[src/design/life_cellular_automaton_step_unit_macros.svh]
// ----------------------------------------------------------------------------
// life_cellular_automaton_step_unit_macros
// Assertion helpers shared by the step unit RTL.
// ----------------------------------------------------------------------------
`ifndef LIFE_CELLULAR_AUTOMATON_STEP_UNIT_MACROS_SVH
`define LIFE_CELLULAR_AUTOMATON_STEP_UNIT_MACROS_SVH

// Same-cycle implication, disabled during reset.
`define LCA_ASSERT_IMP(label, clk, rst, ante, cons) \
   label: assert property (@(posedge clk) disable iff (rst) (ante) |-> (cons)) \
      else $error("lca: same-cycle check failed");

// Next-cycle implication, disabled during reset.
`define LCA_ASSERT_NXT(label, clk, rst, ante, cons) \
   label: assert property (@(posedge clk) disable iff (rst) (ante) |=> (cons)) \
      else $error("lca: next-cycle check failed");

`endif

[src/design/lca_pkg.sv]
// ----------------------------------------------------------------------------
// lca_pkg
// Shared types and constants of the Life step unit: request and response
// payloads, configuration image, operation codes and register indexes.
// ----------------------------------------------------------------------------
package lca_pkg;

   localparam int GRID_W_DEFAULT = 32;
   localparam int GRID_H_DEFAULT = 32;

   localparam int STAG_LIMIT = 3;
   localparam logic [10:0] COUNT_MAX = 11'h7FF;
   localparam logic [7:0]  STAG_MAX  = 8'hFF;

   localparam int CSR_IDX_W  = 3;
   localparam int CSR_DATA_W = 6;

   localparam logic [CSR_IDX_W-1:0] CSR_WINDOW_X   = 3'd0;
   localparam logic [CSR_IDX_W-1:0] CSR_WINDOW_Y   = 3'd1;
   localparam logic [CSR_IDX_W-1:0] CSR_WINDOW_W   = 3'd2;
   localparam logic [CSR_IDX_W-1:0] CSR_WINDOW_H   = 3'd3;
   localparam logic [CSR_IDX_W-1:0] CSR_WRAP_EDGES = 3'd4;
   localparam logic [CSR_IDX_W-1:0] CSR_LIVE_COLOR = 3'd5;

   typedef enum logic [1:0] {
      OP_WRITE   = 2'd0,
      OP_READ    = 2'd1,
      OP_STEP    = 2'd2,
      OP_RESTART = 2'd3
   } op_type;

   typedef struct packed {
      op_type     op;
      logic [4:0] cell_x;
      logic [4:0] cell_y;
      logic [1:0] write_value;
   } req_type;

   typedef struct packed {
      logic [1:0]  read_value;
      logic [15:0] generation;
      logic [10:0] population;
      logic [10:0] births;
      logic [10:0] deaths;
      logic [7:0]  stagnation;
      logic        active;
   } rsp_type;

   typedef struct packed {
      logic [4:0] window_x;
      logic [4:0] window_y;
      logic [5:0] window_w;
      logic [5:0] window_h;
      logic       wrap_edges;
      logic [1:0] live_color;
   } cfg_type;

endpackage

[src/design/lca_csr.sv]
// ----------------------------------------------------------------------------
// lca_csr
// Configuration registers of the Life step unit, written over a
// valid/ready channel that is always ready.
// ----------------------------------------------------------------------------
module lca_csr
   import lca_pkg::*;
(
   input  logic                  clock,
   input  logic                  reset,
   input  logic                  csr_valid,
   output logic                  csr_ready,
   input  logic [CSR_IDX_W-1:0]  csr_index,
   input  logic [CSR_DATA_W-1:0] csr_data,
   output cfg_type               cfg
);

   cfg_type cfg_ff, cfg_in;

   assign csr_ready = 1'b1;
   assign cfg       = cfg_ff;

   always_comb begin
      cfg_in = cfg_ff;
      if (csr_valid) begin
         case (csr_index)
            CSR_WINDOW_X:   cfg_in.window_x   = csr_data[4:0];
            CSR_WINDOW_Y:   cfg_in.window_y   = csr_data[4:0];
            CSR_WINDOW_W:   cfg_in.window_w   = csr_data[5:0];
            CSR_WINDOW_H:   cfg_in.window_h   = csr_data[5:0];
            CSR_WRAP_EDGES: cfg_in.wrap_edges = csr_data[0];
            CSR_LIVE_COLOR: cfg_in.live_color = csr_data[1:0];
            default:        cfg_in = cfg_ff;
         endcase
      end
   end

   always_ff @(posedge clock) begin
      if (reset) begin
         cfg_ff.window_x   <= '0;
         cfg_ff.window_y   <= '0;
         cfg_ff.window_w   <= '0;
         cfg_ff.window_h   <= '0;
         cfg_ff.wrap_edges <= 1'b1;
         cfg_ff.live_color <= 2'd1;
      end else begin
         cfg_ff <= cfg_in;
      end
   end

endmodule

[config.mk]
export PLATFORM = sky130hd
export DESIGN_NAME = lca_csr
export DESIGN_NICKNAME = d
export VERILOG_FILES = /design/src/design/life_cellular_automaton_step_unit_macros.svh /design/src/design/lca_pkg.sv /design/src/design/lca_csr.sv
export SDC_FILE = /design/constraint.sdc
export NUM_CORES = 1
export LEC_CHECK = 0
export ABC_CLOCK_PERIOD_IN_PS = 1110
export BUFFER_PORTS_ARGS = -buffer_cell sky130_fd_sc_hd__buf_4
export CAP_MARGIN = 20
export CORE_MARGIN = 2
export CORE_UTILIZATION = 43
export DETAILED_ROUTE_END_ITERATION = 7
export PLACE_DENSITY = 0.74
export SKIP_CTS_REPAIR_TIMING = 1
export SLEW_MARGIN = 20
export SYNTH_ARGS = -nofsm -noshare
export SYNTH_HDL_FRONTEND = slang
export SYNTH_SLANG_ARGS = --single-unit
[constraint.sdc]
create_clock -name clock -period 1.11 [get_ports clock]
set_input_delay 0.1665 -clock clock [delete_from_list [all_inputs] [get_ports clock]]
set_output_delay 0.1665 -clock clock [all_outputs]
set_load 0.02 [all_outputs]
==> impl_metrics.csv <==
group,metric,value,unit
finish,syn_to_final_growth,30.73,%
clock_network,cts_buffers,3,
sta,slew_violations,0,
synthesis,yosysWarnings,0,
synthesis,ys_ff_latch,25,
global_routing,grt_max_degree,33,
clock_network,clk_pin_slew,130,ps
floorplanning,die_w,54.00,microns
sta,rsz0062_at_grt,"false",
sta,final-setup-viol-count,0,
sta,clock.fmax,1.001,GHz
finish,layout-drive-gt1-share,34.56,%
critical_path,path_class,"reg2out",
floorplanning,die_h,54.00,microns
sta,finalHoldViolations,0,
route,drt-wirelength-per-cell,13.08,microns
sta,fin_ws,111.4,ps
route,routed_wirelength,2171,microns
clock_network,clock_latency,310,ps
critical_path,crit_chain,"buf_4",
sta,fin_setup_tns,0,ps
critical_path,crit_slowest_cell,"dfxtp_1",
route,drc,0,
floorplanning,ios,38,
synthesis,async_reset_ff_share,0,%
synthesis,yosysUniqueCellTypes,13,
job,maxCapViolCount,0,
finish,largest_register_ffs,25,
synthesis,syn_area,1075,sq um
finish,fillers,217,
clock_network,cts_tree,"done",
global_routing,overflow,0,
critical_path,startpoint,"cfg[24]",
critical_path,path_buf_inv,1,
critical_path,cp.depth,1,
synthesis,synth.avg_cell_area,10.86,sq um
clock_network,clockBufferDepth,2,
critical_path,worstPathArrival,830,ps
critical_path,r2r_start,"cfg[0]",
critical_path,required,940,ps
power_and_ir_drop,p_per_area,1090,nW/um^2
critical_path,r2r_cells,2,
power_and_ir_drop,p_leak,0.6865,nW
hold_path,worstHoldPathCells,3,
global_routing,antenna_found_initial,0,
global_routing,grtUsageTotal,15.04,%
synthesis,synth_area_leaders,"dfxtp_1, mux2i_1, nand2b_1, and4bb_2, clkbuf_1",
route,first_pass_iters,4,
synthesis,synth_top_area_cell,"dfxtp_1",
power_and_ir_drop,p_total,1.532,mW
synthesis,ys.flop_type,"dfxtp_1",
power_and_ir_drop,ir_drop,0.0006528,V
finish,nNetsFinal,149,
synthesis,yosysMostFrequentCell,"nand2b_1",
status,outcome,"finished, final reports clean",
clock_network,htree_levels,1,
clock_network,cts_root_buf,"clkbuf_4",
hold_path,hp-start,"csr_data[0]",
route,dr_total_vias,805,
critical_path,worst-path-max-fanout,2,
critical_path,slowest_delay,370,ps
global_routing,grt_pass1_vias,724,
synthesis,synth-edff-count,0,
sta,timing.final.crit_period,998.6,ps
synthesis,seq_area_frac_synth,46.57,%
floorplanning,dieArea,2915,sq um
hold_path,min_path_type,"in2reg",
floorplanning,core-area,2432,sq um
placement,post-place-ws,-160.8,ps
synthesis,synth_common_cells,"nand2b_1, dfxtp_1, mux2i_1, clkbuf_1, nor2_1",
synthesis,synth_top_area_share,46.57,%
global_routing,grt_pass1_wl,3174,microns
sta,skew,0,ps
sta,period_share,89.96,%
placement,io_buffers,36,
critical_path,setup.worst_path.start_class,"flop",
placement,hpwlAfterDp,1611,microns
route,drt-initial-drc-count,12,
finish,finalNonFillerCells,166,
floorplanning,floorplan.initialDensity,44.19,%
route,vias_per_cell,4.849,
finish,antenna_cells,0,
placement,dp.cells,162,
floorplanning,rows,18,
critical_path,end_kind,"primary output",
critical_path,critPathTopFamily,"flip-flops",
synthesis,synthCells,99,
placement,gp_congestion,0.7265,
clock_network,cts_sinks,25,
route,antenna_left,0,
synthesis,synthesis.nets,111,
## worst paths after layout
kind / endpoint / slack (ps)
min reg2reg: cfg[7] / 490
min: cfg[0] / 140
max: cfg[24] / 110
max reg2reg: cfg[0] / 480
## cells by family after synthesis
| group | after synthesis | share of synthesized area (%) |
|---|---|---|
| simple gates | 40 | 25.96 |
| mux | 25 | 23.28 |
| buf+inv | 8 | 3.842 |
| flops | 25 | 46.57 |
| other cells | 1 | 0.3489 |
## power by group
group	leakage [nW]	switching, mW	internal [mW]
Sequential	0.202	0.0111	0.917
Combinational	0.469	0.0970	0.104
Clock	0.0150	0.262	0.140
Total	0.687	0.370	1.16
## worst register-to-register path, cell delays in order (launching register included)
cell and delay (ps):
dfxtp_1 340, nor2_1 110, mux2i_1 80
## final cells by class
| cell class | instances | area (sq um) | share of cell area, % |
|---|---|---|---|
| Timing Repair Buffer | 41 | 307.8 | 21.91 |
| Clock buffer | 4 | 26.28 | 1.870 |
| Tap cell | 30 | 37.54 | 2.671 |
| Multi-Input combinational cell | 66 | 533.0 | 37.93 |
| Sequential cell | 25 | 500.5 | 35.62 |
## routing by layer
layer  routed length (microns)  up-vias  global-route usage (%)
met5                         0        -                       0
met4                        19        0                   8.333
met3                        48        2                   1.667
met2                      1132       12                   24.59
met1                       971      382                   19.19
li1                          -      409                       -
## cells in the final DEF, fill, tap and decap left out
master and instances:
and4b_2 1, buf_4 41, nand4bb_1 2, mux2i_1 25
dfxtp_1 25, conb_1 1, nand4b_1 2, clkbuf_4 3
clkbuf_1 1, nor2_1 3, or4b_1 1, and4bb_2 2
nand2b_1 29
## stage by stage
| step | hold WS, ps | instance area (sq um) | utilization [%] |
|---|---|---|---|
| floorplan | 338.0 | 1075 | - |
| global placement | 454.3 | 1379 | 56.69 |
| detailed placement | 465.6 | 1379 | 56.69 |
| CTS | 137.8 | 1405 | 57.77 |
| global route | 163.8 | 1405 | 57.77 |
| finish | 143.4 | 1405 | 57.77 |
(Power assumes the default switching activity.)
