--- src/design/life_cellular_automaton_step_unit_macros.svh ---
// ----------------------------------------------------------------------------
// life_cellular_automaton_step_unit_macros
// Assertion helpers shared by the step unit RTL.
// ----------------------------------------------------------------------------
`ifndef LIFE_CELLULAR_AUTOMATON_STEP_UNIT_MACROS_SVH
`define LIFE_CELLULAR_AUTOMATON_STEP_UNIT_MACROS_SVH

// Same-cycle implication, disabled during reset.
`define LCA_ASSERT_IMP(label, clk, rst, ante, cons) \
   label: assert property (@(posedge clk) disable iff (rst) (ante) |-> (cons)) \
      else $error("lca: same-cycle check failed");

// Next-cycle implication, disabled during reset.
`define LCA_ASSERT_NXT(label, clk, rst, ante, cons) \
   label: assert property (@(posedge clk) disable iff (rst) (ante) |=> (cons)) \
      else $error("lca: next-cycle check failed");

`endif

--- src/design/lca_pkg.sv ---
// ----------------------------------------------------------------------------
// lca_pkg
// Shared types and constants of the Life step unit: request and response
// payloads, configuration image, operation codes and register indexes.
// ----------------------------------------------------------------------------
package lca_pkg;

   localparam int GRID_W_DEFAULT = 32;
   localparam int GRID_H_DEFAULT = 32;

   localparam int STAG_LIMIT = 3;
   localparam logic [10:0] COUNT_MAX = 11'h7FF;
   localparam logic [7:0]  STAG_MAX  = 8'hFF;

   localparam int CSR_IDX_W  = 3;
   localparam int CSR_DATA_W = 6;

   localparam logic [CSR_IDX_W-1:0] CSR_WINDOW_X   = 3'd0;
   localparam logic [CSR_IDX_W-1:0] CSR_WINDOW_Y   = 3'd1;
   localparam logic [CSR_IDX_W-1:0] CSR_WINDOW_W   = 3'd2;
   localparam logic [CSR_IDX_W-1:0] CSR_WINDOW_H   = 3'd3;
   localparam logic [CSR_IDX_W-1:0] CSR_WRAP_EDGES = 3'd4;
   localparam logic [CSR_IDX_W-1:0] CSR_LIVE_COLOR = 3'd5;

   typedef enum logic [1:0] {
      OP_WRITE   = 2'd0,
      OP_READ    = 2'd1,
      OP_STEP    = 2'd2,
      OP_RESTART = 2'd3
   } op_type;

   typedef struct packed {
      op_type     op;
      logic [4:0] cell_x;
      logic [4:0] cell_y;
      logic [1:0] write_value;
   } req_type;

   typedef struct packed {
      logic [1:0]  read_value;
      logic [15:0] generation;
      logic [10:0] population;
      logic [10:0] births;
      logic [10:0] deaths;
      logic [7:0]  stagnation;
      logic        active;
   } rsp_type;

   typedef struct packed {
      logic [4:0] window_x;
      logic [4:0] window_y;
      logic [5:0] window_w;
      logic [5:0] window_h;
      logic       wrap_edges;
      logic [1:0] live_color;
   } cfg_type;

endpackage

--- src/design/lca_mem.sv ---
// ----------------------------------------------------------------------------
// lca_mem
// Grid storage: the current generation plane and the next generation
// scratch plane, each one write port and one registered read port.
// ----------------------------------------------------------------------------
module lca_mem
   import lca_pkg::*;
#(
   parameter int DEPTH = GRID_W_DEFAULT * GRID_H_DEFAULT,
   parameter int AW    = $clog2(DEPTH)
)
(
   input  logic          clock,
   input  logic          cur_re,
   input  logic [AW-1:0] cur_raddr,
   output logic [1:0]    cur_rdata,
   input  logic          cur_we,
   input  logic [AW-1:0] cur_waddr,
   input  logic [1:0]    cur_wdata,
   input  logic          nxt_re,
   input  logic [AW-1:0] nxt_raddr,
   output logic [1:0]    nxt_rdata,
   input  logic          nxt_we,
   input  logic [AW-1:0] nxt_waddr,
   input  logic [1:0]    nxt_wdata
);

   logic [1:0] cur_mem [DEPTH];
   logic [1:0] nxt_mem [DEPTH];
   logic [1:0] cur_rdata_ff;
   logic [1:0] nxt_rdata_ff;

   assign cur_rdata = cur_rdata_ff;
   assign nxt_rdata = nxt_rdata_ff;

   always_ff @(posedge clock) begin
      if (cur_we) begin
         cur_mem[cur_waddr] <= cur_wdata;
      end
      if (cur_re) begin
         cur_rdata_ff <= cur_mem[cur_raddr];
      end
   end

   always_ff @(posedge clock) begin
      if (nxt_we) begin
         nxt_mem[nxt_waddr] <= nxt_wdata;
      end
      if (nxt_re) begin
         nxt_rdata_ff <= nxt_mem[nxt_raddr];
      end
   end

endmodule

--- config.mk ---
export PLATFORM = sky130hd
export DESIGN_NAME = lca_mem
export DESIGN_NICKNAME = d
export VERILOG_FILES = /design/src/design/life_cellular_automaton_step_unit_macros.svh /design/src/design/lca_pkg.sv /design/src/design/lca_mem.sv
export SDC_FILE = /design/constraint.sdc
export NUM_CORES = 2
export LEC_CHECK = 0
export BUFFER_PORTS_ARGS = -buffer_cell sky130_fd_sc_hd__buf_2
export CORE_MARGIN = 2
export CORE_UTILIZATION = 50
export DETAILED_ROUTE_END_ITERATION = 10
export PLACE_DENSITY = 0.72
export SLEW_MARGIN = 10
export SYNTH_ARGS = -nofsm -noshare
export SYNTH_HDL_FRONTEND = slang
export SYNTH_SLANG_ARGS = --single-unit
--- constraint.sdc ---
create_clock -name clock -period 4.1 [get_ports clock]
set_input_delay 0.82 -clock clock [delete_from_list [all_inputs] [get_ports clock]]
set_output_delay 0.82 -clock clock [all_outputs]
set_load 0.02 [all_outputs]
==> flow_summary.ini <==
[synth]
syn_avg_cell_area_um2 = 17.37
synthFlopType = edfxtp_1
async_reset_ff_share_pct = 0
netlist.area_leader.share_pct = 73.67
yosys-top-cells-area = edfxtp_1, mux4_2, nor2_1
yosysTopAreaCell = edfxtp_1
syn_inst = 9621
synth.ff_latch_count = 4100
synth_seq_area_share_pct = 73.67
syn_nets = 9670
syn_area_um2 = 167100
synth_edf_count = 4100
ys_types = 67
synth_warnings = 0

[grt]
gr-usage-all-layers_pct = 26.76
grt-ovfl-total = 0
grt_pass1_wl_um = 660200
antenna_found_initial = 23
grt_start_max_net_pins = 157
grt_pass1_vias = 95700

[placed_design]
portBuffers = 52
hpwl_um = 270900
gp_congestion = 0.8746
dpl.cell_count = 13870

[worst_setup_path]
cp_data_required_time_ns = 4.82
crit_path_end_kind = flip-flop
crit_type = flip-flop to flip-flop
arrival_ns = 4.46
crit_path_start_kind = flip-flop
crit_fanout = 1

[timing]
tightest_slew_ns = 1.299
setup_viol = 0
clock.fmax_ghz = 0.2673
hold-worst-slack_ns = 0.1987
max_slew_margin_pct = 12.64
rsz0062_at_grt = false
post-route-period-util_pct = 91.26
slew_violations = 0
period_needed_ns = 3.742
hold_viol_final = 0
fin_worst_skew_ns = 0.05871

[outcome]
status = finished clean

[layout]
multi_input_area_um2 = 40450
area_growth_pct = 12.95
area.sequential_um2 = 123100
final_cells = 14620
drive_gt1_share_pct = 21.19
nNetsFinal = 9944
final_core_util_pct = 56.65
fillers = 24340

[clocking]
root_buffer = clkbuf_16
htree_levels = 5
cts_resized = 0
clock_sinks = 4100
clock_tree.buffer_depth = 4
cts_tree = done
cts_hold_buf = 0
cts_buffers = 407
clk_pin_slew_worst_paths_ns = 0.07
clk_latency_ns = 0.98
post_cts_buffers = 0

[drt]
vias = 95080
dr_wl_met2_um = 220600
wirelength_um = 460900
dr.pass1.iters = 6
drc = 0
highest_layer = met5
drtAntennaViolNets = 0
route.layer.met1.wl_um = 160800
wl_met3_um = 53240
drtIter0Drc = 14080
post_drt_via_cell_ratio = 6.502
wl_per_cell_um = 31.52

[floorplan]
die_h_um = 582.1
core_area_um2 = 333200
dieArea_um2 = 338900
initial_core_util_pct = 50.16
io_pins = 53
die_width_um = 582.1
rows = 212

[run]
maxCapViolCount = 0

[power]
power.density_nw_per_um2 = 462.4
power_leakage_nw = 58.20
peakVddDrop_mv = 0.4576
power_mw = 87.27

[min_path]
hold_path_class = input port to flip-flop
layout make-up:
class	count	share of cell area [%]
Sequential cell	4100	65.23
Multi-Input combinational cell	4721	21.43
Clock buffer	496	5.641
Timing Repair Buffer	655	3.552
Tap cell	4387	2.908
Clock inverter	239	1.195
Inverter	10	0.02254
Antenna cell	16	0.02121
cells by family after synthesis:
| logic type | share of synthesized area, % |
|---|---|
| buffers and inverters | 2.320 |
| AO/OA/AOI/OAI | 3.193 |
| multiplexers | 14.51 |
| flip-flops | 73.67 |
| AND/OR/NAND/NOR | 6.300 |
Yosys cell counts, drive strengths merged (2+ instances only):
| master | count |
|---|---|
| and3b | 8 |
| nor4bb | 2 |
| a31oi | 13 |
| or3b | 2 |
| a22oi | 129 |
| a211o | 6 |
| buf | 353 |
| nand3 | 64 |
| clkbuf | 437 |
| nor2 | 2121 |
| o32ai | 9 |
| a2111oi | 3 |
| nor3 | 75 |
| o311ai | 9 |
| o2111ai | 8 |
| edfxtp | 4100 |
| mux2i | 434 |
| inv | 10 |
| o221ai | 167 |
| a21o | 4 |
| nor3b | 18 |
| o31ai | 7 |
| mux2 | 16 |
| a311oi | 2 |
| a21oi | 157 |
| o22ai | 87 |
| o211ai | 12 |
| nand2 | 221 |
| nor2b | 27 |
| or3 | 4 |
| a22o | 14 |
| and2 | 21 |
| mux4 | 873 |
| nand2b | 15 |
| or2 | 4 |
| nor4b | 4 |
| a2bb2oi | 3 |
| o21ai | 83 |
| a211oi | 14 |
| and3 | 11 |
| a221oi | 26 |
| nand4 | 15 |
| nor4 | 19 |
| nand3b | 2 |
through the flow:
step                      setup WS, ns  setup TNS (ns)  instance area, um2
after floorplan                 0.8458               0              167100
after global placement         -0.3507          -1.073              175800
after detailed placement       -0.3375          -1.077              175800
after CTS                       0.5075               0              188700
after global routing            0.3397               0              188700
final                           0.3585               0              188800
sequential cells by signal, indices dropped and copies added (netlist names):
name / flops
nxt_rdata: 2
nxt_mem: 2048
cur_mem: 2048
cur_rdata: 2
cells in the final DEF (no fill, tap or decap), types with 15 or more instances in the layout:
| master | count |
|---|---|
| mux2i_1 | 434 |
| nand2_1 | 187 |
| mux2_2 | 16 |
| clkbuf_16 | 413 |
| edfxtp_1 | 4100 |
| mux4_1 | 18 |
| buf_4 | 461 |
| diode_2 | 16 |
| o22ai_1 | 87 |
| a221oi_1 | 26 |
| nor2_1 | 2119 |
| nor4_1 | 18 |
| nand3_1 | 32 |
| nand2_2 | 32 |
| o221ai_1 | 167 |
| and2_1 | 18 |
| clkinv_1 | 104 |
| mux4_2 | 855 |
| nor3_1 | 74 |
| nor2b_1 | 23 |
| nand3_2 | 31 |
| a22oi_1 | 129 |
| buf_2 | 40 |
| nand4_1 | 15 |
| nor3b_1 | 17 |
| o21ai_0 | 81 |
| buf_12 | 146 |
| clkbuf_1 | 83 |
| a21oi_1 | 157 |
| clkinv_2 | 64 |
| bufinv_16 | 36 |
report_power, final:
part	internal (mW)	switching, mW	leakage [nW]	total, mW
clock	20.7	15.8	6.28	36.5
sequential	46.1	0.0169	36.8	46.2
combinational	1.68	2.96	15.1	4.64
critical path, stage by stage (launching register included):
cell,delay [ns]
edfxtp_1,0.39
mux4_2,0.48
mux4_2,0.47
a22oi_1,0.52
nand3_1,0.49
o211ai_1,0.51
nor4_1,0.18
buf_4,0.19
a31oi_1,0.16
o2111ai_1,0.13
per-layer routing:
layer	track usage [%]	up-vias
li1	-	38420
met5	0	-
met1	35.13	49080
met3	5.206	1241
met4	13.15	20
met2	43.12	6317
worst paths after layout:
kind                            slack, ns                     end                       from  depth (start not counted)
worst max-delay path                 0.36  cur_rdata[0]$_DFFE_PP_  cur_mem[269][0]$_DFFE_PP_                          9
worst min register to register       1.19  cur_rdata[0]$_DFFE_PP_  cur_mem[242][0]$_DFFE_PP_                          7
worst max register to register       0.36  cur_rdata[0]$_DFFE_PP_  cur_mem[269][0]$_DFFE_PP_                          9
worst min-delay path                 0.20  cur_rdata[0]$_DFFE_PP_                     cur_re                          1
No activity file was read; power rests on OpenSTA's default activity.
